### config.mk
export PLATFORM = sky130hd
export DESIGN_NAME = ps2_mouse_packet_decoder_core
export DESIGN_NICKNAME = d
export VERILOG_FILES = /design/src/rtl/ps2md_pkg.sv /design/src/rtl/ps2md_clamp.sv /design/src/rtl/ps2_mouse_packet_decoder_core.sv
export SDC_FILE = /design/constraint.sdc
export NUM_CORES = 1
export LEC_CHECK = 0
export ABC_AREA = 1
export BUFFER_PORTS_ARGS = -buffer_cell sky130_fd_sc_hd__buf_2
export CORE_MARGIN = 2
export CORE_UTILIZATION = 25
export DETAILED_ROUTE_END_ITERATION = 10
export SLEW_MARGIN = 25
export SYNTH_ARGS = -nofsm -noshare
export SYNTH_HDL_FRONTEND = slang
export SYNTH_SLANG_ARGS = --single-unit
### constraint.sdc
create_clock -name clk -period 6.5 [get_ports clk]
set_input_delay 0 -clock clk [delete_from_list [all_inputs] [get_ports clk]]
set_output_delay 0 -clock clk [all_outputs]
set_load 0.01 [all_outputs]
### src/rtl/ps2md_pkg.sv
// Types and constants for the PS/2 mouse packet decoder.
// No dependencies.
package ps2md_pkg;

  typedef enum logic [1:0] {
    PH_HEADER = 2'd0,
    PH_X      = 2'd1,
    PH_Y      = 2'd2,
    PH_WHEEL  = 2'd3
  } phase_t;

  typedef enum logic [1:0] {
    REG_WHEEL_MODE    = 2'd0,
    REG_SCREEN_WIDTH  = 2'd1,
    REG_SCREEN_HEIGHT = 2'd2
  } reg_index_t;

  localparam int SIZE_BITS = 13;

  localparam int HDR_SYNC_BIT = 3;
  localparam int HDR_XSIGN_BIT = 4;
  localparam int HDR_YSIGN_BIT = 5;
  localparam int HDR_XOVF_BIT = 6;
  localparam int HDR_YOVF_BIT = 7;

  localparam logic [SIZE_BITS-1:0] WIDTH_RESET  = 13'd800;
  localparam logic [SIZE_BITS-1:0] HEIGHT_RESET = 13'd600;

endpackage

### src/rtl/ps2md_clamp.sv
// Clamps a signed cursor sum to 0 .. size-1, size limited to 1 .. 2^COORD_BITS.
// Uses ps2md_pkg for the size width.
module ps2md_clamp #(
  parameter int COORD_BITS = 12,
  parameter int SUM_BITS   = 15
) (
  input  logic signed [SUM_BITS-1:0]   pos,
  input  logic [ps2md_pkg::SIZE_BITS-1:0] size,
  output logic [COORD_BITS-1:0]        coord
);

  logic signed [SUM_BITS-1:0] size_ext;
  logic signed [SUM_BITS-1:0] lim_max;
  logic signed [SUM_BITS-1:0] lim;
  logic signed [SUM_BITS-1:0] res;

  always_comb begin
    size_ext = SUM_BITS'(size);
    lim_max  = SUM_BITS'(1) <<< COORD_BITS;
    if (size == '0) begin
      lim = SUM_BITS'(1);
    end else if (size_ext > lim_max) begin
      lim = lim_max;
    end else begin
      lim = size_ext;
    end
    if (pos < 0) begin
      res = '0;
    end else begin
      res = pos;
    end
    if (res >= lim) begin
      res = lim - SUM_BITS'(1);
    end
    coord = res[COORD_BITS-1:0];
  end

endmodule

### src/rtl/ps2_mouse_packet_decoder_core.sv
// Top level of the PS/2 mouse packet decoder: byte framing, cursor update, result register.
// Depends on ps2md_pkg and ps2md_clamp.
// A packet's result word is registered and becomes valid in the cycle after its last byte is accepted.
// Throughput: one byte per cycle unless a result waits untaken; the result register and
// in_ready = !out_valid || out_ready let a new byte enter while a result is being taken.
// Reset (rst, synchronous): waiting for a header, cursor at 400/300 masked to COORD_BITS,
// held wheel value 0, 3-byte mode, screen 800 x 600, no result pending.
module ps2_mouse_packet_decoder_core #(
  parameter int COORD_BITS = 12
) (
  input  logic                   clk,
  input  logic                   rst,
  input  logic                   in_valid,
  output logic                   in_ready,
  input  logic [7:0]             data_byte,
  output logic                   out_valid,
  input  logic                   out_ready,
  output logic [2:0]             buttons,
  output logic [COORD_BITS-1:0]  pos_x,
  output logic [COORD_BITS-1:0]  pos_y,
  output logic signed [7:0]      scroll,
  output logic                   motion_dropped,
  input  logic                   cfg_valid,
  output logic                   cfg_ready,
  input  logic [1:0]             cfg_index,
  input  logic [ps2md_pkg::SIZE_BITS-1:0] cfg_data
);

  localparam int SUM_BITS = (COORD_BITS + 3 > ps2md_pkg::SIZE_BITS + 1) ?
                            COORD_BITS + 3 : ps2md_pkg::SIZE_BITS + 1;
  localparam logic [COORD_BITS-1:0] X_RESET = COORD_BITS'(400);
  localparam logic [COORD_BITS-1:0] Y_RESET = COORD_BITS'(300);

  logic                              wheel_mode;
  logic [ps2md_pkg::SIZE_BITS-1:0]   screen_width;
  logic [ps2md_pkg::SIZE_BITS-1:0]   screen_height;

  ps2md_pkg::phase_t phase, phase_next;
  logic [7:0]            header_byte;
  logic [7:0]            x_delta_byte;
  logic [7:0]            y_delta_byte;
  logic [COORD_BITS-1:0] cursor_x, cursor_x_next;
  logic [COORD_BITS-1:0] cursor_y, cursor_y_next;
  logic [7:0]            wheel_hold, wheel_hold_next;

  logic       accept;
  logic       done;
  logic       dropped;
  logic [7:0] hdr_eff;
  logic [7:0] x_eff;
  logic [7:0] y_eff;
  logic signed [SUM_BITS-1:0] sum_x;
  logic signed [SUM_BITS-1:0] sum_y;
  logic [COORD_BITS-1:0] clamp_x;
  logic [COORD_BITS-1:0] clamp_y;

  assign cfg_ready = 1'b1;
  assign in_ready  = !out_valid || out_ready;
  assign accept    = in_valid && in_ready;

  always_ff @(posedge clk) begin
    if (rst) begin
      wheel_mode    <= 1'b0;
      screen_width  <= ps2md_pkg::WIDTH_RESET;
      screen_height <= ps2md_pkg::HEIGHT_RESET;
    end else if (cfg_valid) begin
      case (cfg_index)
        ps2md_pkg::REG_WHEEL_MODE:    wheel_mode    <= cfg_data[0];
        ps2md_pkg::REG_SCREEN_WIDTH:  screen_width  <= cfg_data;
        ps2md_pkg::REG_SCREEN_HEIGHT: screen_height <= cfg_data;
        default: ;
      endcase
    end
  end

  always_comb begin
    phase_next = phase;
    done       = 1'b0;
    case (phase)
      ps2md_pkg::PH_HEADER: begin
        if (data_byte[ps2md_pkg::HDR_SYNC_BIT]) phase_next = ps2md_pkg::PH_X;
      end
      ps2md_pkg::PH_X: phase_next = ps2md_pkg::PH_Y;
      ps2md_pkg::PH_Y: begin
        if (wheel_mode) begin
          phase_next = ps2md_pkg::PH_WHEEL;
        end else begin
          phase_next = ps2md_pkg::PH_HEADER;
          done       = 1'b1;
        end
      end
      ps2md_pkg::PH_WHEEL: begin
        phase_next = ps2md_pkg::PH_HEADER;
        done       = 1'b1;
      end
      default: phase_next = ps2md_pkg::PH_HEADER;
    endcase
  end

  always_comb begin
    hdr_eff = header_byte;
    x_eff   = x_delta_byte;
    y_eff   = (phase == ps2md_pkg::PH_Y) ? data_byte : y_delta_byte;
    dropped = hdr_eff[ps2md_pkg::HDR_XOVF_BIT] || hdr_eff[ps2md_pkg::HDR_YOVF_BIT];
    sum_x = $signed(SUM_BITS'(cursor_x)) +
            $signed({{(SUM_BITS-8){hdr_eff[ps2md_pkg::HDR_XSIGN_BIT]}}, x_eff});
    sum_y = $signed(SUM_BITS'(cursor_y)) -
            $signed({{(SUM_BITS-8){hdr_eff[ps2md_pkg::HDR_YSIGN_BIT]}}, y_eff});
  end

  ps2md_clamp #(.COORD_BITS(COORD_BITS), .SUM_BITS(SUM_BITS)) u_clamp_x (
    .pos   (sum_x),
    .size  (screen_width),
    .coord (clamp_x)
  );

  ps2md_clamp #(.COORD_BITS(COORD_BITS), .SUM_BITS(SUM_BITS)) u_clamp_y (
    .pos   (sum_y),
    .size  (screen_height),
    .coord (clamp_y)
  );

  always_comb begin
    cursor_x_next   = cursor_x;
    cursor_y_next   = cursor_y;
    wheel_hold_next = wheel_hold;
    if (done && !dropped) begin
      cursor_x_next = clamp_x;
      cursor_y_next = clamp_y;
    end
    if (done && wheel_mode && phase == ps2md_pkg::PH_WHEEL && data_byte != 8'd0) begin
      wheel_hold_next = data_byte;
    end
  end

  always_ff @(posedge clk) begin
    if (rst) begin
      phase        <= ps2md_pkg::PH_HEADER;
      header_byte  <= '0;
      x_delta_byte <= '0;
      y_delta_byte <= '0;
      cursor_x     <= X_RESET;
      cursor_y     <= Y_RESET;
      wheel_hold   <= '0;
    end else if (accept) begin
      phase      <= phase_next;
      cursor_x   <= cursor_x_next;
      cursor_y   <= cursor_y_next;
      wheel_hold <= wheel_hold_next;
      case (phase)
        ps2md_pkg::PH_HEADER: header_byte  <= data_byte;
        ps2md_pkg::PH_X:      x_delta_byte <= data_byte;
        ps2md_pkg::PH_Y:      y_delta_byte <= data_byte;
        default: ;
      endcase
    end
  end

  always_ff @(posedge clk) begin
    if (rst) begin
      out_valid <= 1'b0;
    end else if (accept) begin
      out_valid <= done;
    end else if (out_ready) begin
      out_valid <= 1'b0;
    end
  end

  always_ff @(posedge clk) begin
    if (accept && done) begin
      buttons        <= hdr_eff[2:0];
      pos_x          <= cursor_x_next;
      pos_y          <= cursor_y_next;
      scroll         <= $signed(wheel_hold_next);
      motion_dropped <= dropped;
    end
  end

  a_resync: assert property (@(posedge clk) disable iff (rst)
    accept && phase == ps2md_pkg::PH_HEADER && !data_byte[ps2md_pkg::HDR_SYNC_BIT]
    |=> phase == ps2md_pkg::PH_HEADER && !out_valid)
    else $error("header without sync bit left the header phase");

  a_drop_hold: assert property (@(posedge clk) disable iff (rst)
    accept && done && dropped
    |=> $stable(cursor_x) && $stable(cursor_y) && motion_dropped)
    else $error("cursor moved on an overflowed packet");

  a_x_bound: assert property (@(posedge clk) disable iff (rst)
    out_valid && !motion_dropped && screen_width != '0 &&
    SUM_BITS'(screen_width) <= (SUM_BITS'(1) << COORD_BITS)
    |-> SUM_BITS'(pos_x) < SUM_BITS'(screen_width))
    else $error("pos_x outside screen width");

  a_result_once: assert property (@(posedge clk) disable iff (rst)
    out_valid && out_ready && !(accept && done) |=> !out_valid)
    else $error("result word repeated");

endmodule
==> results.txt <==
status = complete, no violations
Hold Startpoint = rst
Fill cells = 3271
DRT Wirelength = 21800 µm
post-cts sizing count = 0
leakage = 4.28 nW
WP data required = 6.68 ns
unrepaired setup endpoints after global routing = no
Power Total = 2.52 mW
number of synthesized flops with an enable pin = 36
layout cells sized above 1 = 0.152
vias in the first global route = 6698
Warnings, synthesis = 0
Iter 0 DRT Violations = 483
CTS buffer count = 17
ys async rst share = 0
TNS Setup = 0 ns
Crit. End Element = flip-flop
total congestion overflow = 0
Placer Congestion = 0.885
synthesized area = 7690 µm²
Final Hold Viols = 0
Hold Buf Count CTS = 25
CP Class = reg2reg
post-synthesis cell count = 1051
htree depth = 4
DRT Pass-1 Iters = 5
Max stage delay on crit path = 0.57 ns
Vias/cell = 4.55
detailed placement HPWL = 16200 µm
syn_nets = 1130
die width = 179 µm
largest fanout on the critical path = 14
Slew headroom = 0.311
CTS clk-pin slew, worst paths = 0.06 ns
Synth area leaders = dfxtp_1, edfxtp_1, nand2_1, ha_1, inv_1
largest net degree at the start of global routing = 51
Area Growth Syn to Fin = 20.0%
Rows = 64
Setup crit start kind = flip-flop
clk_lat worst skew = 0.43 ns
area leader, netlist = dfxtp_1
Slew @ Worst Pin = 1.03 ns
# IOs = 67
Critical Path Start = phase[1]
Die Area = 32200 µm²
routed len/inst = 14.2 µm
DRC = 0
WP data arrival = 4.87 ns
commonest non-fill, non-tap cell in the layout = nand2_1
initial antenna violation count = 0
maximum VDD drop = 0.181 mV
Routed Antenna Nets = 0
Final Net Count = 1207
fmax = 213 MHz
HP Class = in2reg
# Post-CTS Setup Buffers = 0
Die Ht = 179 µm
Worst Slack Setup Final = 1.81 ns
via count = 6993
Final Setup Violations = 0
Max Cap Viol = 0
Crit-path slowest cell = dfxtp_1
Root Buffer Master = clkbuf_16
top_reg_cell synth = dfxtp_1
antenna cell count = 0
clk buf depth = 2
CTS tree = yes
most frequent cell on the critical path = nand2_1
Util after Layout = 0.303
first-pass GRT wire length = 35100 µm
core area = 30400 µm²
most frequent cells in the layout = nand2_1, inv_1, nor2_1, o21ai_0, dfxtp_1
PwrDens = 273 nW/µm²
Overall Global Routing Usage = 0.135
Synth cell types = 51
Final period util = 0.721
Synth Area per Inst = 7.32 µm²
# clock sinks = 121
reg2reg start = phase[1]
Port Buffers = 65
top-area cell type share of the netlist area = 0.221
pre-CTS setup slack = 1.88 ns
Slew Limit Fails = 0
Initial Util = 0.253
flops & latches, synth = 121
clock skew = 0.00826 ns
Seq/Total Area, Yosys = 0.362
minimum clock period = 4.69 ns
## per-stage QoR
stage / instances / instance area (µm²) / hold WS, ns
global placement: 1480 / 8370 / 0.240
finish: 1537 / 9240 / 0.131
floorplan: 1051 / 7690 / 0.126
detailed placement: 1480 / 8370 / 0.248
CTS: 1537 / 9230 / 0.123
global route: 1537 / 9240 / 0.143
## power by group
group	leakage (nW)	internal [mW]	switching (mW)
Clock	0.289	0.580	0.404
Combinational	2.96	0.236	0.443
Sequential	1.03	0.821	0.0311
Total	4.28	1.64	0.879
## kinds of logic after synthesis
group	Yosys count	synth area share
compound gates	208	0.147
mux	2	0.00260
xor+xnor	27	0.0307
simple gates	451	0.273
buf+inv	190	0.0999
other cells	1	0.000487
flops	121	0.362
fa+ha+maj	51	0.0849
## Yosys cell counts (3+ instances only)
master,count
o21ai_1,3
ha_1,49
nand2_4,4
edfxtp_1,36
o21ai_0,95
nand4_1,14
dfxtp_1,85
or2_2,12
inv_2,7
clkbuf_1,29
xnor2_1,10
inv_1,143
a21o_1,3
and2_1,4
nand3_1,79
o211ai_1,3
xor2_1,17
buf_2,4
nand3_2,13
a21oi_1,81
nor2_1,101
a211oi_1,4
nand2_1,182
nand2_2,19
nor4_1,5
a21oi_2,6
nor3_1,10
## worst paths after layout
kind,depth (start not counted),slack (ns),end
worst min-delay path,3,0.13,hdr_eff[0]
worst max-delay path,28,1.81,pos_y[5]
worst max register to register,28,1.81,pos_y[5]
worst min register to register,0,0.44,buttons[0]
## per-layer routing
metal | vias to the layer above | GRT usage | routed length (µm)
met3 | 24 | 0.0265 | 1130
li1 | 3621 | - | -
met4 | 0 | 0.0407 | 369
met5 | - | 0 | 0
met2 | 170 | 0.206 | 9350
met1 | 3178 | 0.192 | 10900
## sequential cells by signal, indices dropped and copies added (netlist names), named ones only
register,cells
buttons,3
cursor_x,12
cursor_y,12
hdr_eff,7
motion_dropped,1
out_valid,1
phase,2
pos_x,12
pos_y,12
screen_height,13
screen_width,13
scroll,8
wheel_hold,8
wheel_mode,1
x_delta_byte,8
y_delta_byte,7
## worst max-delay path: cells and delay by family (launching register included)
family                     cells  cell delay [ns]
and+or+nand+nor               17             2.18
AOI/OAI and AO/OA              5             0.88
DFF                            1             0.57
adders and majority gates      2             0.50
buffers and inverters          4             0.30
## final cells by class
| type | count | area, µm² | share of cell area |
|---|---|---|---|
| repair buffers | 96 | 621 | 0.0672 |
| multi-input cells | 740 | 4160 | 0.450 |
| well taps | 396 | 495 | 0.0537 |
| flip-flops and latches | 121 | 2780 | 0.301 |
| clock buffers | 17 | 425 | 0.0461 |
| inverters | 152 | 573 | 0.0621 |
| clock inverters | 15 | 180 | 0.0195 |
Power figures use the tool's default switching activity.
